### src/cmf_pkg.sv
// shared types and constants for the cross median filter
package cmf_pkg;

	localparam int MAX_LINE_WIDTH = 256;
	localparam int PIXEL_BITS     = 8;
	localparam int DIM_W          = 9;
	localparam int LINE_AW        = $clog2(MAX_LINE_WIDTH);
	localparam int CFG_IDX_W      = 1;
	localparam int QUEUE_DEPTH    = 4;
	localparam int QPTR_W         = $clog2(QUEUE_DEPTH);
	localparam int QLVL_W         = $clog2(QUEUE_DEPTH + 1);

	localparam logic [DIM_W-1:0] MIN_DIM  = DIM_W'(3);
	localparam logic [DIM_W-1:0] MAX_WID  = DIM_W'(MAX_LINE_WIDTH);
	localparam logic [DIM_W-1:0] ROW_SAT  = {DIM_W{1'b1}};

	localparam logic [CFG_IDX_W-1:0] REG_ACTIVE_WIDTH  = CFG_IDX_W'(0);
	localparam logic [CFG_IDX_W-1:0] REG_ACTIVE_HEIGHT = CFG_IDX_W'(1);

	typedef logic signed [PIXEL_BITS-1:0] pix_t;

	localparam pix_t PIX_MAX = pix_t'((1 << (PIXEL_BITS - 1)) - 1);

	typedef struct packed {
		pix_t pixel_value;
		logic start_of_frame;
	} sample_t;

	typedef struct packed {
		pix_t median_value;
		logic last_of_frame;
	} result_t;

	// the five values of one cross plus the frame end mark
	typedef struct packed {
		pix_t north;
		pix_t south;
		pix_t west;
		pix_t center;
		pix_t east;
		logic last;
	} cross_t;

	typedef struct packed {
		pix_t upper;
		pix_t middle;
	} line_entry_t;

endpackage

### src/cmf_queue.sv
// short queue of classified crosses between front and back
module cmf_queue (
	input  logic                        clk,
	input  logic                        arst_n,
	input  logic                        push,
	input  cmf_pkg::cross_t             wdata,
	input  logic                        pop,
	output cmf_pkg::cross_t             rdata,
	output logic                        empty,
	output logic [cmf_pkg::QLVL_W-1:0]  level
);
	import cmf_pkg::*;

	cross_t              entries_q [QUEUE_DEPTH];
	logic [QPTR_W-1:0]   wr_ptr_q, rd_ptr_q;
	logic [QLVL_W-1:0]   count_q;
	logic                do_pop;

	assign empty  = (count_q == '0);
	assign level  = count_q;
	assign rdata  = entries_q[rd_ptr_q];
	assign do_pop = pop & ~empty;

	always_ff @(posedge clk) begin
		if (push) begin
			entries_q[wr_ptr_q] <= wdata;
		end
	end

	always_ff @(posedge clk or negedge arst_n) begin
		if (!arst_n) begin
			wr_ptr_q <= '0;
			rd_ptr_q <= '0;
			count_q  <= '0;
		end else begin
			if (push) begin
				wr_ptr_q <= wr_ptr_q + QPTR_W'(1);
			end
			if (do_pop) begin
				rd_ptr_q <= rd_ptr_q + QPTR_W'(1);
			end
			count_q <= count_q + QLVL_W'(push) - QLVL_W'(do_pop);
		end
	end

endmodule

### config.mk
export PLATFORM = sky130hd
export DESIGN_NAME = cmf_queue
export DESIGN_NICKNAME = d
export VERILOG_FILES = /design/src/cmf_pkg.sv /design/src/cmf_queue.sv
export SDC_FILE = /design/constraint.sdc
export NUM_CORES = 1
export LEC_CHECK = 0
export ABC_AREA = 1
export ABC_CLOCK_PERIOD_IN_PS = 2000
export BUFFER_PORTS_ARGS = -buffer_cell sky130_fd_sc_hd__buf_2
export CAP_MARGIN = 15
export CORE_ASPECT_RATIO = 0.6
export CORE_MARGIN = 8
export CORE_UTILIZATION = 36
export CTS_CLUSTER_SIZE = 28
export DETAILED_ROUTE_END_ITERATION = 12
export PLACE_DENSITY = 0.62
export SETUP_SLACK_MARGIN = 0.4
export SLEW_MARGIN = 20
export SYNTH_ARGS = -nofsm -noshare
export SYNTH_HDL_FRONTEND = slang
export SYNTH_SLANG_ARGS = --single-unit
### constraint.sdc
create_clock -name clk -period 2 [get_ports clk]
set_input_delay 0.3 -clock clk [delete_from_list [all_inputs] [get_ports clk]]
set_output_delay 0.3 -clock clk [all_outputs]
set_load 0.02 [all_outputs]
; ---- Yosys cells after proc, flatten, opt, wreduce, memory -nomap -nowiden
; Memory sizes are Yosys's and may differ from the RTL's.
; Index checks and enable logic that the tools add are counted.
[word_totals]
output_inout_bits = 45
mem_count = 1
romBits = 0
wordCells = 13
ram_bits = 164
latchBits = 0
regBits = 7
[op_classes]
n_mul = 0
n_shift = 0
bitwise = 2
n_mux = 2
magnitude_cmp = 0
reduce_logical = 1
n_div = 0
add_sub_neg = 4
n_eq_ne = 0
[mem_list]
columns = memory, words, word_bits, rd, rd_clocked_by_memory_dff, wr, line
row1 = entries_q, 4, 41, 1, 0, 1, cmf_queue.sv:14  ; cross_t entries_q [QUEUE_DEPTH];
[ops]
columns = op, count
row1 = "2-bit by 1-bit adder with 2-bit output, second input constant", 2
row2 = 3-bit by 1-bit adder with 3-bit output, 1
row3 = 3-bit zero test, 1
row4 = 3-bit by 1-bit subtractor with 3-bit output, 1
row5 = 1-bit 2-to-1 mux, 2
row6 = 1-bit bitwise AND, 1
row7 = 1-bit NOT, 1

; ---- Logic depth before layout (Yosys ltp)
[logic_depth]
word_depth = 4
depth_mapped = 12

; ---- Worst setup path after synthesis
; Ideal clock, no wire load.
[synth_timing]
kind = register to register
from = register count_q[1], in the netlist level[1]
to = register count_q[1], in the netlist level[1]
path_slack_ns = 0.074
stages_incl_launch_ff = 11
required_ns = 1.886
path_buffers = 0
period_less_slack_ns = 1.926
arrival_time_ns = 1.812
cell_sequence = dfrtp_1 nor2_1 nand2_1 nand2_1 inv_1 ha_1 inv_1 ha_1 inv_1 fa_1 inv_1
[synth_between]
elab_chain_cells = 4
elab_cells_between_ends = 5
classes_between = add/sub (2) / bitwise (2) / reduce/logical (1)
[synth_rtl]
columns = item, line
row1 = from (decl), cmf_queue.sv:16  ; logic [QLVL_W-1:0] count_q;
row2 = from (signal assigned), cmf_queue.sv:42  ; count_q <= count_q + QLVL_W'(push) - QLVL_W'(do_pop);
row3 = 3-bit zero test, cmf_queue.sv:19  ; assign empty = (count_q == '0);
row4 = 1-bit NOT, cmf_queue.sv:22  ; assign do_pop = pop & ~empty;
row5 = 1-bit bitwise AND, cmf_queue.sv:22
row6 = named net do_pop, cmf_queue.sv:17  ; logic do_pop;
row7 = 3-bit by 1-bit subtractor with 3-bit output, cmf_queue.sv:42
; The timed path passes the listed nets, and every way through them passes these cells.
; A chain may end at the register's enable or synchronous reset.

==> results.cfg <==
[run_status]
status = finished, violations left
violations = setup timing

[min_path]
hold_end = entries_q[3][24]
min_path_type = in -> reg
whs_path_depth = 1
hp-start = wdata[24]

[power]
ir_drop_mv = 1.03
p_per_area_nw_per_um2 = 1670
leakage_nw = 3.69

[synthesis]
synth_cell_types = 16
ys_seq_area_share_pct = 74.2
synth_ff_type = edfxtp_1
synthArstFlopShare_pct = 4.09
synth_edf_count = 164
syn_inst = 573
syn-num-nets = 625
yosysTopAreaCellShare_pct = 71.7
synth-seq-cells = 171
syn_avg_cell_area_um2 = 12.0
synth_area_leaders = edfxtp_1, nand2_1, nor2_1
synthesis.area_um2 = 6870
netlist_top_cells_count = edfxtp_1, nand2_1, nor2_1
ys_warn_count = 0
synth_area_leader_cell = edfxtp_1
synth.most_common_cell = edfxtp_1

[floorplan]
rows = 39
ios = 90
start_util_pct = 36.4
die_h_um = 123
core_area_um2 = 18900
die_w_um = 194
die_area_um2 = 23900

[detailed_routing]
routed_wl_um = 16900
antenna_left = 0
firstDrtPassIters = 6
vias_per_cell = 4.71
wl_per_cell_um = 17.7
vias = 4508
dr.first_iter.drc_count = 266
drc = 0

[place]
place.gp.congestion = 0.746
place_inst = 895
hpwl_um = 9180
dp_slack_ns = 0.0798
port_buffers = 89
place_area_um2 = 7710

[cts]
ctsHtreeMaxLevel = 4
cts-root-buf = clkbuf_16
tritoncts = done
cts_buffers = 17
clk_latency_ns = 0.42
clock_sink_count = 171
clockBufferDepth = 2
cts.clk_slew.worst_paths_ns = 0.07

[layout]
final_area_um2 = 9310
area_growth_syn_to_layout_pct = 35.5
fin_cells = 958
fillCellCount = 1626
n_antenna_cell = 0
drive_gt1_share_pct = 34.3
layout.nets = 751

[sta]
slew_viol_final = 0
layout_min_cycle_time_ns = 2.05
rsz0062_at_grt = true
whs_ns = 0.0932
finalSetupTns_ns = -0.573
fin_worst_skew_ns = 0.0145
hold_viol_final = 0
worstMarginPinSlew_ns = 0.293
max_freq_mhz = 488
setup_viol_count_final = 29
finalCritPeriodShare_pct = 102
max-slew-margin-rel_pct = 80.5
setup_ws_ns = -0.0487

[critical_path]
reg2reg_from = level[2]
crit_required_ns = 1.70
r2r-end = level[1]
path_class = reg -> out
cp.arrival_ns = 1.75
end_kind = output pin
r2r_cells = 10
worst_setup_path_start_kind = register
r2r_setup_slack_ns = 0.19
cp_max_fo = 10

[global_routing]
grt_max_degree = 53
antenna_found_initial = 2
grt.overflow.total = 0
grt_pass1_vias = 4549
grt_usage_pct = 14.2
grt_pass1_wl_um = 25800

[job]
cap_violations = 0
## cell usage in the layout, fill, tap and decap left out
cell type and instances:
buf_2 52, nand2_1 120, clkinv_2 4, nand2_2 19
nand3_1 2, inv_1 43, xnor2_1 1, clkbuf_1 2
buf_8 1, ha_2 3, clkbuf_8 1, edfxtp_1 164
nor2_1 52, buf_12 8, clkinvlp_4 4, nor2_4 20
o21ai_1 66, buf_16 7, inv_2 10, nor2_2 11
buf_4 17, o21ai_0 11, buf_6 46, o21ai_2 6
fa_2 1, dfrtp_2 2, xor2_1 2, dfrtp_4 1
clkbuf_16 26, dfrtp_1 4, dlygate4sd3_1 1, ha_4 3
inv_6 2
## critical path: stages (launching register included)
cell     delay, ns
dfrtp_4       0.52
buf_12        0.17
buf_16        0.16
nor2_2        0.11
nor2_1        0.04
o21ai_1       0.07
nand2_1       0.08
buf_4         0.16
## state kept, by name, indices dropped and copies added, names as in the netlist
signal,flops
rd_ptr_q,2
wr_ptr_q,2
level,3
entries_q,164
## worst max-delay path by stage
stage / startpoint / to / depth (start not counted)
floorplan: level[1] / level[1] / 10
global placement: level[1] / level[2] / 11
detailed placement: level[1] / level[2] / 11
CTS: rd_ptr_q[0] / rdata[7] / 7
global route: rd_ptr_q[0] / rdata[2] / 7
finish: rd_ptr_q[0] / rdata[35] / 7
## area by class of cell
cell class	instances	area, um^2	area share, %
clock inverters	6	37.5	0.403
clock buffers	26	597	6.41
well taps	246	308	3.31
flip-flops and latches	171	5110	54.8
inverters	57	229	2.46
repair buffers	135	1360	14.6
multi-input cells	317	1680	18.0
## power breakdown
| group | internal (W) | switching, W | total (W) | leakage [nW] |
|---|---|---|---|---|
| Combinational | 0.00303 | 0.00415 | 0.00718 | 1.79 |
| Clock | 0.00207 | 0.00131 | 0.00338 | 0.318 |
| Sequential | 0.00471 | 0.000245 | 0.00495 | 1.59 |
| Total | 0.00981 | 0.00570 | 0.0155 | 3.69 |
## routing by layer
metal	vias to the layer above	track usage, %	wire length (um)
met3	14	4.48	891
met5	-	0	24
met2	115	22.9	7810
li1	2176	-	-
met1	2199	18.7	8100
met4	4	3.66	106
## cells by family (layout without fill, tap and decap cells)
family / Yosys count / after routing / synth area share (%)
AND/OR/NAND/NOR: 224 / 224 / 12.3
buffers and inverters: 85 / 224 / 5.68
XOR/XNOR: 3 / 3 / 0.383
AO/OA/AOI/OAI: 83 / 83 / 6.05
adder cells (fa/ha/maj): 7 / 7 / 1.38
flip-flops: 171 / 171 / 74.2
## metrics by stage
stage	total power, W	util [%]
after floorplan	0.00823	-
after global placement	0.00978	40.8
after detailed placement	0.00993	40.8
after CTS	0.0147	47.0
after global routing	0.0164	49.3
final	0.0155	49.3
## repair_timing
item | in CTS | in global routing
pin swaps | 13 | 40
setup buffers | 19 | 2
hold endpoints to repair | 7 | 0
gates resized for setup | 89 | 117
gates cloned | 6 | 3
hold buffers | 1 | 0
setup endpoints to repair | 74 | 45
No activity file was read; power rests on OpenSTA's default activity.
