===== src/cmf_pkg.sv =====
// shared types and constants for the cross median filter
package cmf_pkg;

	localparam int MAX_LINE_WIDTH = 256;
	localparam int PIXEL_BITS     = 8;
	localparam int DIM_W          = 9;
	localparam int LINE_AW        = $clog2(MAX_LINE_WIDTH);
	localparam int CFG_IDX_W      = 1;
	localparam int QUEUE_DEPTH    = 4;
	localparam int QPTR_W         = $clog2(QUEUE_DEPTH);
	localparam int QLVL_W         = $clog2(QUEUE_DEPTH + 1);

	localparam logic [DIM_W-1:0] MIN_DIM  = DIM_W'(3);
	localparam logic [DIM_W-1:0] MAX_WID  = DIM_W'(MAX_LINE_WIDTH);
	localparam logic [DIM_W-1:0] ROW_SAT  = {DIM_W{1'b1}};

	localparam logic [CFG_IDX_W-1:0] REG_ACTIVE_WIDTH  = CFG_IDX_W'(0);
	localparam logic [CFG_IDX_W-1:0] REG_ACTIVE_HEIGHT = CFG_IDX_W'(1);

	typedef logic signed [PIXEL_BITS-1:0] pix_t;

	localparam pix_t PIX_MAX = pix_t'((1 << (PIXEL_BITS - 1)) - 1);

	typedef struct packed {
		pix_t pixel_value;
		logic start_of_frame;
	} sample_t;

	typedef struct packed {
		pix_t median_value;
		logic last_of_frame;
	} result_t;

	// the five values of one cross plus the frame end mark
	typedef struct packed {
		pix_t north;
		pix_t south;
		pix_t west;
		pix_t center;
		pix_t east;
		logic last;
	} cross_t;

	typedef struct packed {
		pix_t upper;
		pix_t middle;
	} line_entry_t;

endpackage


===== src/cmf_back.sv =====
// back end: five-value median and the result queue
module cmf_back (
	input  logic                clk,
	input  logic                arst_n,
	input  logic                q_empty,
	input  cmf_pkg::cross_t     q_data,
	output logic                q_pop,
	output logic                empty,
	input  logic                pop,
	output cmf_pkg::result_t    result
);
	import cmf_pkg::*;

	localparam int OUT_DEPTH = 2;

	result_t      res_q [OUT_DEPTH];
	logic         wp_q, rp_q;
	logic [1:0]   cnt_q;
	logic         out_pop, space;
	result_t      res_new;

	// third smallest, kept as a sorted list of the three lowest
	function automatic pix_t median5(input cross_t x);
		pix_t v [5];
		pix_t lo0, lo1, lo2;
		v[0] = x.north;
		v[1] = x.south;
		v[2] = x.west;
		v[3] = x.east;
		v[4] = x.center;
		lo0  = PIX_MAX;
		lo1  = PIX_MAX;
		lo2  = PIX_MAX;
		for (int i = 0; i < 5; i++) begin
			if (v[i] <= lo0) begin
				lo2 = lo1;
				lo1 = lo0;
				lo0 = v[i];
			end else if (v[i] <= lo1) begin
				lo2 = lo1;
				lo1 = v[i];
			end else if (v[i] <= lo2) begin
				lo2 = v[i];
			end
		end
		return lo2;
	endfunction

	assign out_pop = pop & ~empty;
	assign empty   = (cnt_q == 2'd0);
	assign space   = (cnt_q != 2'(OUT_DEPTH)) | out_pop;
	assign q_pop   = ~q_empty & space;
	assign result  = res_q[rp_q];

	always_comb begin
		res_new.median_value  = median5(q_data);
		res_new.last_of_frame = q_data.last;
	end

	always_ff @(posedge clk) begin
		if (q_pop) begin
			res_q[wp_q] <= res_new;
		end
	end

	always_ff @(posedge clk or negedge arst_n) begin
		if (!arst_n) begin
			wp_q  <= 1'b0;
			rp_q  <= 1'b0;
			cnt_q <= 2'd0;
		end else begin
			if (q_pop) begin
				wp_q <= ~wp_q;
			end
			if (out_pop) begin
				rp_q <= ~rp_q;
			end
			cnt_q <= cnt_q + 2'(q_pop) - 2'(out_pop);
		end
	end

endmodule

===== config.mk =====
export PLATFORM = sky130hd
export DESIGN_NAME = cmf_back
export DESIGN_NICKNAME = d
export VERILOG_FILES = /design/src/cmf_pkg.sv /design/src/cmf_back.sv
export SDC_FILE = /design/constraint.sdc
export NUM_CORES = 1
export LEC_CHECK = 0
export ABC_AREA = 1
export BUFFER_PORTS_ARGS = -buffer_cell sky130_fd_sc_hd__buf_2
export CAP_MARGIN = 20
export CELL_PAD_IN_SITES_DETAIL_PLACEMENT = 0
export CELL_PAD_IN_SITES_GLOBAL_PLACEMENT = 1
export CORE_UTILIZATION = 42
export DETAILED_ROUTE_END_ITERATION = 12
export GPL_ROUTABILITY_DRIVEN = 0
export PLACE_DENSITY_LB_ADDON = 0.1
export RECOVER_POWER = 25
export SLEW_MARGIN = 20
export SYNTH_ARGS = -nofsm -noshare
export SYNTH_HDL_FRONTEND = slang
export SYNTH_SLANG_ARGS = --single-unit

===== constraint.sdc =====
create_clock -name clk -period 1.7 [get_ports clk]
set_clock_uncertainty 0.1 [all_clocks]
set_input_delay 0.085 -clock clk [delete_from_list [all_inputs] [get_ports clk]]
set_output_delay 0.085 -clock clk [all_outputs]
set_load 0.005 [all_outputs]

# Yosys cells after proc, flatten, opt, wreduce, memory -nomap -nowiden
# Memory sizes are Yosys's and may differ from the RTL's.
# Index checks and enable logic that the tools add are counted.
dict set report word_totals {
  ff_bits 4
  mem_bits_rw 18
  out_inout_bits 11
  elab_cells 50
  n_memories 1
}
dict set report op_classes {
  n_addsub 2
  magnitude_cmp 12
  n_eq_ne 1
  muxes 23
  bitwise_logic 7
  n_reduce_logical 1
}
# memory words word_bits read_ports rd_ports_with_merged_regs wr line_no
set memory_table {}
lappend memory_table {res_q 2 9 1 0 1 cmf_back.sv:16} ;# result_t res_q [OUT_DEPTH];
# cell n
set op_table {}
lappend op_table {{$mux 8} 21}
lappend op_table {{$le 8x8->1} 10}
lappend op_table {{$le 8x8->1 const B} 2}
lappend op_table {{$not 1->1} 4}
lappend op_table {{$add 2x1->2} 1}
lappend op_table {{$and 1x1->1} 2}
lappend op_table {{$logic_not 2->1} 1}
lappend op_table {{$mux 1} 2}
lappend op_table {{$ne 2x2->1 const B} 1}
lappend op_table {{$sub 2x1->2} 1}
lappend op_table {{$or 1x1->1} 1}

# Logic depth before layout (Yosys ltp)
# Gate-level depths: netlist of run 1.
dict set report logic_depth {
  depth_word 16
  depth_mapped 59
  depth_no_buf 56
}

# Worst setup path before layout of run 1
# No wires, ideal clock.
dict set report synth_timing {
  path_kind {input-to-reg}
  from {input q_data[40] in the netlist's numbering}
  to {memory res_q[0][3] in the netlist's numbering (data pin)}
  setup_time_ns 0.257
  t_arrival_ns 5.760
  slack_ns -4.418
  path_stages 41
  cell_sequence {inv_1 > ha_1 > a21o_1 > nor2_2 > nand3_2 > nand3_4 > buf_6 > o21a_1 > inv_1 > ha_1 > a21oi_1 > o21a_1 > nand2_1 > nand2_1 > nand3_1 > inv_1 > buf_2 > nand2_1 > [5 not listed] > nand2_1 > nand2_1 > xor2_1 > nor2_1 > clkbuf_1 > clkbuf_1 > o21ai_0 > ha_1 > inv_1 > nor2_1 > nor2_1 > o21a_1 > o211ai_1 > o221ai_1 > nor2_1 > inv_1 > nand3_1 > nand2_1}
}
# element line_no
set synth_rtl {}
lappend synth_rtl {{from (decl)} cmf_back.sv:6} ;# input cmf_pkg::cross_t q_data,
lappend synth_rtl {{to (decl)} cmf_back.sv:16}

==> results of run 1 <==
worst register-to-register path, delay by kind of cell, from the launching register on:
family,cells,cell delay [ns]
DFF,1,0.41
buffers and inverters,1,0.04
adders and majority gates,2,0.45
xor gates and xnor gates,1,0.13
and+or+nand+nor,2,0.24
cell type report:
type,instances,share of cell area [%]
repair buffers,334,31.14
well taps,133,2.031
clock buffers,4,0.6721
repair inverters,1,0.09164
flip-flops and latches,22,7.820
inverters,103,5.132
multi-input cells,564,53.11
metrics by stage:
step	cells	worst slack, ns	util, %	setup TNS, ns	hold WS (ns)
floorplan	703	-3.929	-	-62.45	-0.3106
global placement	1074	-4.569	63.88	-72.44	-0.2087
detailed placement	1074	-4.751	63.88	-75.17	-0.2062
CTS	1136	-4.080	74.71	-64.81	0.03989
global route	1161	-4.959	82.29	-78.16	0.08009
finish	1161	-4.628	82.29	-73.55	0.06918
power breakdown:
part           leakage [nW]  switching (W)  total (W)  internal (W)
Clock                0.0288       0.000163   0.000369      0.000206
Sequential            0.213      0.0000931    0.00130       0.00121
Combinational          4.02        0.00868     0.0163       0.00761
worst max path at each step:
stage / cells past startpoint / slack, ns / to / startpoint
after floorplan: 46 / -3.93 / res_q[0][1] / q_data[34]
after global placement: 48 / -4.57 / res_q[0][2] / q_data[36]
after detailed placement: 48 / -4.75 / res_q[0][2] / q_data[38]
after CTS: 48 / -4.08 / res_q[0][2] / q_data[34]
after global routing: 52 / -4.96 / res_q[1][6] / q_data[38]
final: 51 / -4.63 / res_q[0][3] / q_data[37]
metal layers:
metal	wire length, µm	GRT usage [%]	share of wire [%]	up-vias
met4	1163	10.00	5.7	0
met2	9796	55.57	48	401
met1	7711	39.93	38	2944
li1	-	-	-	2956
met5	0	0	0	-
met3	1630	1.566	8.0	118
what timing repair did:
item | CTS | global route
hold endpoints to repair | 6 | 0
pin swaps | 46 | 107
hold buffers | 2 | 0
gates cloned | 4 | 0
setup buffers | 53 | 27
resized for setup | 105 | 143
setup endpoints to repair | 16 | 16
cells in the mapped netlist:
cell type  instances
o21ai_1            4
nand3_4            1
buf_6              2
or2_2              1
o21ai_2           11
xor2_1             2
buf_4              1
nand3_2            1
inv_1             99
nor2_1            38
buf_1              1
nand4_1           17
nand2_2            8
edfxtp_1          18
o21a_1            10
o221ai_1           1
nand3_1           54
clkinv_1           1
clkbuf_1           5
o21ai_4            2
nor3_1             2
inv_2              3
o211ai_1           6
o21a_4             1
nand2_1          238
a21o_1             2
nand3b_1           1
dfrtp_1            4
o21bai_1           3
a21oi_1           43
xnor2_1            2
nand4_2            1
o21ai_0           18
nor2_2             3
o2111ai_1          1
and2_1             2
conb_1             2
ha_1              82
buf_2              6
sequential cells by signal, indices dropped and copies added, names as in the netlist:
signal / count
res_q: 18
cnt_q: 2
rp_q: 1
wp_q: 1
placed cells by master (no fill, tap or decap), types with 5 or more instances in the layout:
cell / Yosys / layout
buf_4: 1 / 250
nand2_1: 238 / 181
inv_1: 99 / 67
nand2_2: 8 / 56
buf_2: 6 / 50
ha_1: 82 / 44
nand3_1: 54 / 36
ha_4: 0 / 34
nor2_1: 38 / 27
inv_2: 3 / 26
a21oi_1: 43 / 23
buf_6: 2 / 21
a21oi_2: 0 / 18
edfxtp_1: 18 / 18
nand4_1: 17 / 17
nand3_2: 1 / 16
o21ai_4: 2 / 13
o21a_1: 10 / 10
o21ai_2: 11 / 9
nor2_4: 0 / 8
nand2_4: 0 / 8
o21ai_0: 18 / 8
conb_1: 2 / 8
nor2_2: 3 / 6
o211ai_1: 6 / 6
nand3_4: 1 / 5
o21ai_1: 4 / 5
kinds of logic (layout without fill, tap and decap cells):
group	Yosys count	after routing	synth area share (%)
buffers and inverters	118	442	10.71
DFF	22	22	14.62
other	2	8	0.1714
and+or+nand+nor	367	368	35.56
xor gates and xnor gates	4	4	0.7999
adders and majority gates	82	82	23.42
AOI/OAI and AO/OA	102	102	14.71
==> metrics.md, run 1 <==
| Metric | Value |
|---|---|
| Grt total ovfl | 0 |
| Crit path top cell by count | nand2_2 |
| Clock sink total | 22 |
| Register area share after synthesis | between 10% and 20% |
| Syn Std Cell Area | 4380 µm² |
| Failing checks | setup timing |
| Drt pass-1 iters | 7 |
| N_diodes | 0 |
| Multi-input logic area | 4350 µm² |
| Vias in the first global route | around 5800 |
| CORE AREA | approximately 10000 µm² |
| Final Critical Period | approximately 6.3 ns |
| Netlist cell types | 39 |
| Crit Path Class | input port to register |
| # setup viols final | 16 |
| Initial drt markers | 605 |
| Register area | 640.6 µm² |
| Cells after synthesis | 697 |
| CP max FO | 8 |
| Critical Path Sink Type | register |
| DP HPWL | between 10 and 15 mm |
| Clk pin slew, worst setup/hold paths | around 0.08 ns |
| Status | complete, but fails checks |
| Root Buffer | clkbuf_8 |
| Avg Inst Size Synth | 6.285 µm² |
| Total CTS buffers | 3 |
| Clock buffer depth | 2 |
| First-pass GRT wire length | 27.57 mm |
| Worst EP arrival | 6.24 ns |
| PortBufs | 55 |
| Slowest-stage cell, CP | ha_2 |
| Worst hold path type | input port to asynchronous set/reset pin |
| Antenna-violating nets left | 0 |
| Vias per cell | around 5.5 |
| CTS tree | yes |
| Syn. warnings | 0 |
| Post-synth top area share | 23.42% |
| FF-to-FF path depth | 6 |
| Synth area leader | ha_1 |
| Leak pwr | 4.261 nW |
| DRC | 0 |
| Startpoint class of the critical path | input port |
| H-tree levels | 1 |
| Critical Path RT | roughly 1.6 ns |
| Layout cells sized above 1 | 54.18% |
| Max-slew violations | 0 |
| VDD IR max | around 1500 µV |
| Die Y | 104.1 µm |
| Initial antenna violation count | 0 |
| Final wirelength | about 20 mm |
| Nets | 1156 |
| GR Util All Layers | between 30% and 40% |
| Worst R2R Start | cnt_q[1] |
| Tcrit/Tclk final | 372.2% |
| P&R area growth vs syn | 87.00% |
| Max-cap violations | 0 |
| Die area | 10840 µm² |
| Routed len/inst | between 15 and 20 µm |
| Fmax | 158.0 MHz |
| Worst setup margin | -4.628 ns |
| P per Cell Area | 2192 nW/µm² |
| R2r setup slk | roughly 0.22 ns |
| Slowest stage delay, CP | a little over 0.3 ns |
| DP Area | 6359 µm² |
| Final Hold Fails | 0 |
| Largest net degree at the start of global routing | 16 |
| Io pins | 56 |
| Worst-Skew Late Latency | 0.26 ns |
| Chip width | 104.1 µm |
| Main area contributors after synthesis | ha_1 (23%), nand2_1 (20%), edfxtp_1 (12%), inv_1 (8.5%), nand3_1 (6.2%) |
| Fin area | between 8000 and 9000 µm² |
| RSZ-0062 raised after global routing | yes |
| FP Rows | 36 |
| Via count | roughly 6400 |
| Fillers | between 500 and 600 |
| Family with the most delay on the worst path | simple AND/OR/NAND/NOR gates |
| Starting Density | 44.00% |
| WP buf/inv | 14 |
| Seq cells post-synth | 22 |
| RR Endpoint | cnt_q[1] |
| Overall power | 0.01796 W |
Power figures use the tool's default switching activity.
==> inputs of run 2 (changes only) <==
Settings changed: TNS_END_PERCENT set to 20.
==> run 2 against run 1 <==
Clock-buffer cell count decreased by 1. Via count decreased by 0.33%. Highest routed layer unchanged. First-iteration DRC count decreased by 17%. Die area did not move. Register-to-register slack worse by 0.02 ns. Global-route usage rose by 1.2 points. Largest power group unchanged. Worst setup slack improved by 0.17 ns. Fmax increased by 2.7%. The flow still finishes with violations (setup timing). Critical endpoint is now res_q[0][6]. Core utilization is 0.77 points lower. Cell area decreased by 0.93%.
==> metrics.md, run 2 (same netlist as run 1, synthesis figures left out) <==
| Metric | Value |
|---|---|
| Final Hold Fails | 0 (unchanged) |
| Vias per cell | 5.492 (was 5.529) |
| CTS tree | yes (unchanged) |
| Die Y | 104.1 µm (unchanged) |
| Leak pwr | 4.307 nW (was 4.261 nW) |
| P&R area growth vs syn | 85.26% (was 87.00%) |
| Drt pass-1 iters | 5 (was 7) |
| Nets | 1160 (was 1156) |
| Critical Path Sink Type | register (unchanged) |
| Max-cap violations | 0 (unchanged) |
| Initial antenna violation count | 0 (unchanged) |
| VDD IR max | 1404 µV (was 1521 µV) |
| First-pass GRT wire length | 28.50 mm (was 27.57 mm) |
| Most frequent cells in the layout | buf_4 (258), nand2_1 (179), inv_1 (66), nand2_2 (57), ha_1 (52) (was buf_4 (250), nand2_1 (181), inv_1 (67), nand2_2 (56), buf_2 (50)) |
| Number of flip-flops under the largest register name | 18 (unchanged) |
| Multi-input logic area | 4249 µm² (was 4350 µm²) |
| Max-slew violations | 0 (unchanged) |
| Worst hold path type | input port to asynchronous set/reset pin (unchanged) |
| Commonest non-fill, non-tap cell in the layout | buf_4 (unchanged) |
| Root Buffer | clkbuf_8 (unchanged) |
| Clk pin slew, worst setup/hold paths | 0.08 ns (about the same) |
| N_diodes | 0 (unchanged) |
| Initial drt markers | 500 (was 605) |
| Register area | 640.6 µm² (unchanged) |
| Crit path top cell by count | nand2_1 (was nand2_2) |
| Final wirelength | 20.60 mm (was 20.30 mm) |
| Worst setup path end | res_q[0][6] (was res_q[0][3]) |
| Total CTS buffers | 3 (unchanged) |
| Status | complete, but fails checks (unchanged) |
| CP max FO | 7 (was 8) |
| Starting Density | 44.00% (unchanged) |
| Internal power | 0.008598 W (was 0.009028 W) |
| Hold WS | 0.07313 ns (was 0.06918 ns) |
| Net Sw Power | 0.008554 W (was 0.008932 W) |
| Slowest-stage cell, CP | ha_4 (was ha_2) |
| Worst-Skew Late Latency | 0.27 ns (was 0.26 ns) |
| Slowest stage delay, CP | 0.32 ns (was 0.31 ns) |
| Flop pwr share | 7.7% (was 7.3%) |
| Startpoint class of the critical path | input port (unchanged) |
| Routed len/inst | 17.68 µm (was 17.49 µm) |
| FF-to-FF path depth | 6 (unchanged) |
| Io pins | 56 (unchanged) |
| Switching Share | 49.87% (was 49.73%) |
| Critical Path Source | q_data[34] (was q_data[37]) |
| Critical Path RT | 1.63 ns (was 1.61 ns) |
| Layout cells sized above 1 | 53.59% (was 54.18%) |
| Register with the most flip-flops | res_q (unchanged) |
| Clock buffer depth | 2 (unchanged) |
| Die area | 10840 µm² (unchanged) |
| Fmax | 162.4 MHz (was 158.0 MHz) |
| Post-route setup TNS | -70.24 ns (was -73.55 ns) |
| R2r setup slk | 0.20 ns (was 0.22 ns) |
| RR Endpoint | cnt_q[1] (unchanged) |
| Fillers | 648 (was 587) |
| Final Critical Period | 6.159 ns (was 6.328 ns) |
| FP Rows | 36 (unchanged) |
| Largest regs | res_q (18), cnt_q (2) (unchanged) |
| DP Worst Slack | -4.754 ns (was -4.751 ns) |
| Grt total ovfl | 0 (unchanged) |
| Crit Path Class | input port to register (unchanged) |
| RSZ-0062 raised after global routing | yes (unchanged) |
| Vias in the first global route | 5980 (was 5782) |
| Combinational share of power | 89.5% (was 90.7%) |
| DRC | 0 (unchanged) |
| P per Cell Area | 2114 nW/µm² (was 2192 nW/µm²) |
| Worst R2R Start | cnt_q[1] (unchanged) |
| Failing checks | setup timing (unchanged) |
| Tcrit/Tclk final | 362.3% (was 372.2%) |
| # setup viols final | 16 (unchanged) |
| Chip width | 104.1 µm (unchanged) |
| Largest net degree at the start of global routing | 15 (was 16) |
| PortBufs | 55 (unchanged) |
| Clock sink total | 22 (unchanged) |
| H-tree levels | 1 (unchanged) |
| Worst EP arrival | 6.09 ns (was 6.24 ns) |
| Worst setup margin | -4.459 ns (was -4.628 ns) |
| GR Util All Layers | 32.33% (was 31.10%) |
| CORE AREA | 9955 µm² (unchanged) |
| Clock power frac | 2.9% (was 2.1%) |
| Via count | 6398 (was 6419) |
| Antenna-violating nets left | 0 (unchanged) |
| DP HPWL | 12.56 mm (was 12.48 mm) |
[run 2: changes by cell type in the layout (fill, tap and decap cells not counted), sizes merged]
cell      before  now
nor2          41   42
nand3         57   56
clkbuf         8    7
buf          328  332
clkinvlp       4    2
inv           98   99
nand2        246  247
bufinv         0    1
[run 2: power groups by stage]
stage / clock network [W] / logic [W] / registers, W
after floorplan: 0 / 0.00651 / 0.00129
after global placement: 0 / 0.0103 / 0.00130
after detailed placement: 0 / 0.0106 / 0.00131
after CTS: 0.000482 / 0.0127 / 0.00129
after global routing: 0.000506 / 0.0165 / 0.00133
final: 0.000493 / 0.0153 / 0.00131
[run 2: layout make-up]
cell class	count	share of cell area [%]
multi-input combinational	565	52.36
timing repair buffer	338	31.65
sequential	22	7.894
inverter	103	5.165
tap	133	2.051
clock buffer	3	0.5088
clock inverter	1	0.3700
[run 2: stage by stage]
step	std cells	utilization, %	power (W)	area [µm²]
finish	1165	81.52	0.01715	8115
global route	1165	81.52	0.01837	8115
CTS	1145	75.49	0.01451	7515
detailed placement	1075	63.70	0.01194	6341
global placement	1075	63.70	0.01160	6341
floorplan	703	-	0.007798	4539
[run 2: critical path, delay by kind of cell]
family / cells / cell delay [ns]
AOI/OAI and AO/OA: 7 / 1.24
adders and majority gates: 4 / 0.92
buffers and inverters: 10 / 1.22
and+or+nand+nor: 26 / 2.61
[run 2: metal layers]
metal  vias up  routed length, µm  track usage, %  share of wire (%)
li1       2965                  -               -                  -
met1      2946               8248           40.96                 40
met2       370               9807           55.57                 48
met3       117               1330           3.571                6.5
met4         0               1213           13.37                5.9
met5         -                  0               0                  0
[run 2: worst min path at each step]
stage	startpoint	endpoint	slack (ns)	cells past startpoint
after floorplan	arst_n	cnt_q[0]	-0.31	0
after global placement	arst_n	cnt_q[1]	-0.21	1
after detailed placement	arst_n	cnt_q[1]	-0.21	1
after CTS	arst_n	cnt_q[1]	0.05	2
after global routing	arst_n	rp_q	0.09	2
final	arst_n	cnt_q[0]	0.07	2
[run 2: what timing repair did]
action / CTS / global route
endpoints found under the hold margin: 6 / 0
hold buffers: 2 / 0
cloned: 4 / 0
pin swaps: 62 / 64
resized for setup: 124 / 116
buffers inserted: 61 / 21
setup endpoints to repair: 16 / 16
==> inputs of run 3 (changes only) <==
Settings changed: GPL_TIMING_DRIVEN set to 0.
==> run 3 against run 2 <==
The run still ends with setup timing left. Critical path depth is 7 higher. Non-clock buffer count is 189 lower. Largest cell class unchanged. Critical path type unchanged. Worst setup slack better by 0.14 ns. Final cell count decreased by 16%. Die area did not move. Clock-buffer cell count unchanged. Sequential share of layout area up 1.7 points.
==> metrics.md, run 3 (same netlist as run 1, synthesis figures left out) <==
| Metric | Value |
|---|---|
| Starting Density | 44.00% (unchanged) |
| Overall power | 0.01460 W (was 0.01715 W) |
| Total CTS buffers | 3 (unchanged) |
| # setup viols final | 16 (unchanged) |
| Initial antenna violation count | 0 (unchanged) |
| Most frequent cells in the layout | nand2_1 (193), inv_1 (72), buf_4 (65), ha_1 (52), buf_2 (47) (was buf_4 (258), nand2_1 (179), inv_1 (66), nand2_2 (57), ha_1 (52)) |
| GR Util All Layers | 27.57% (was 32.33%) |
| Largest net degree at the start of global routing | 13 (was 15) |
| Clock power frac | 2.1% (was 2.9%) |
| Number of flip-flops under the largest register name | 18 (unchanged) |
| FP Rows | 36 (unchanged) |
| Max-slew violations | 0 (unchanged) |
| DP HPWL | 10.70 mm (was 12.56 mm) |
| Via count | 5097 (was 6398) |
| Grt total ovfl | 0 (unchanged) |
| Final Hold Fails | 0 (unchanged) |
| Worst hold path type | input port to asynchronous set/reset pin (unchanged) |
| P per Cell Area | 2177 nW/µm² (was 2114 nW/µm²) |
| Initial drt markers | 351 (was 500) |
| Slowest-stage cell, CP | ha_4 (unchanged) |
| P&R area growth vs syn | 53.07% (was 85.26%) |
| Largest regs | res_q (18), cnt_q (2) (unchanged) |
| Internal power | 0.007039 W (was 0.008598 W) |
| Worst EP arrival | 5.93 ns (was 6.09 ns) |
| Post-route setup TNS | -68.52 ns (was -70.24 ns) |
| Chip width | 104.1 µm (unchanged) |
| CORE AREA | 9955 µm² (unchanged) |
| CTS tree | yes (unchanged) |
| Worst-Skew Late Latency | 0.25 ns (was 0.27 ns) |
| Combinational share of power | 89.0% (was 89.5%) |
| Io pins | 56 (unchanged) |
| DRC | 0 (unchanged) |
| Net Sw Power | 0.007561 W (was 0.008554 W) |
| N_diodes | 0 (unchanged) |
| H-tree levels | 1 (unchanged) |
| First-pass GRT wire length | 24.04 mm (was 28.50 mm) |
| Vias per cell | 5.228 (was 5.492) |
| Clock buffer depth | 2 (unchanged) |
| Final wirelength | 15.14 mm (was 20.60 mm) |
| Worst Tran Pin Value | 0.5173 ns |
| Critical Path RT | 1.60 ns (was 1.63 ns) |
| Max_slew headroom | 65.48% |
| Commonest non-fill, non-tap cell in the layout | nand2_1 (was buf_4) |
| Crit Path Class | input port to register (unchanged) |
| Die Y | 104.1 µm (unchanged) |
| Startpoint class of the critical path | input port (unchanged) |
| Clock sink total | 22 (unchanged) |
| CP max FO | 8 (was 7) |
| Root Buffer | clkbuf_8 (unchanged) |
| Crit path top cell by count | nand2_1 (unchanged) |
| Nets | 970 (was 1160) |
| VDD IR max | 1619 µV (was 1404 µV) |
| Drt pass-1 iters | 4 (was 5) |
| Antenna-violating nets left | 0 (unchanged) |
| Failing checks | setup timing (unchanged) |
| RSZ-0062 raised after global routing | yes (unchanged) |
| Register with the most flip-flops | res_q (unchanged) |
| Worst setup margin | -4.323 ns (was -4.459 ns) |
| Critical Path Sink Type | register (unchanged) |
| Final Critical Period | 6.023 ns (was 6.159 ns) |
| Max-cap violations | 0 (unchanged) |
| Tcrit/Tclk final | 354.3% (was 362.3%) |
| Die area | 10840 µm² (unchanged) |
| Switching Share | 51.79% (was 49.87%) |
| Leak pwr | 3.425 nW (was 4.307 nW) |
| Layout cells sized above 1 | 39.79% (was 53.59%) |
| Clk pin slew, worst setup/hold paths | 0.07 ns (was 0.08 ns) |
| Status | complete, but fails checks (unchanged) |
| Flop pwr share | 8.9% (was 7.7%) |
| Fmax | 166.0 MHz (was 162.4 MHz) |
| Routed len/inst | 15.53 µm (was 17.68 µm) |
| Slowest stage delay, CP | 0.26 ns (was 0.32 ns) |
| Vias in the first global route | 4962 (was 5980) |
| PortBufs | 55 (unchanged) |
-- run 3: layout make-up --
cell class | instances | area, µm²
clock buffers | 3 | 41.29
plain buffers | 15 | 201.4
multi-input cells | 564 | 4202
well taps | 133 | 166.4
repair buffers | 134 | 1035
inverters | 103 | 415.4
flip-flops and latches | 22 | 640.6
fillers | 869 | 3249
clock inverters | 1 | 3.754
-- run 3: layer usage --
layer	routed length (µm)	vias up	track usage, %
met3	483	33	1.253
met1	6912	2353	36.28
met4	533	0	10.31
met2	7215	123	47.57
met5	0	-	0
li1	-	2588	-
-- run 3: what timing repair did --
item | 4_1_cts | 5_1_grt
cloned | 7 | 2
endpoints found under the hold margin | 6 | 0
resized for setup | 160 | 68
hold buffers | 2 | 0
setup buffers | 55 | 14
setup endpoints to repair | 25 | 25
pin swaps | 70 | 67
-- run 3: per-stage QoR --
step | hold WS [ns] | setup WS (ns) | area, µm² | utilization, % | instances
finish | 0.07862 | -4.323 | 6705 | 67.36 | 975
global route | 0.08528 | -4.652 | 6705 | 67.36 | 975
CTS | 0.05172 | -4.045 | 6284 | 63.12 | 959
detailed placement | -0.2045 | -5.157 | 4981 | 50.04 | 891
global placement | -0.2069 | -4.983 | 4981 | 50.04 | 891
floorplan | -0.3106 | -3.929 | 4539 | - | 703
-- run 3: final timing paths --
check                               to  startpoint  slack, ns  depth (start not counted)
max reg2reg                res_q[1][1]    cnt_q[1]       0.21                          3
max                        res_q[1][3]  q_data[38]      -4.32                         54
min reg2reg                       wp_q        wp_q       0.46                          2
max in group asynchronous     cnt_q[0]      arst_n       1.24                          2
min in group clk                  rp_q         pop       0.13                          4
min                           cnt_q[1]      arst_n       0.08                          2
-- run 3: power groups by stage --
stage                     sequential, W  combinational, W  clock (W)
after floorplan                 0.00129           0.00651          0
after global placement          0.00130           0.00846          0
after detailed placement        0.00130           0.00873          0
after CTS                       0.00129            0.0117   0.000320
after global routing            0.00133            0.0143   0.000350
final                           0.00130            0.0130   0.000312
-- run 3: critical path: cells and delay by family --
| family | cells | cell delay, ns |
|---|---|---|
| buffers and inverters | 13 | 1.24 |
| adders and majority gates | 4 | 0.89 |
| AOI/OAI and AO/OA | 8 | 1.06 |
| and+or+nand+nor | 29 | 2.65 |
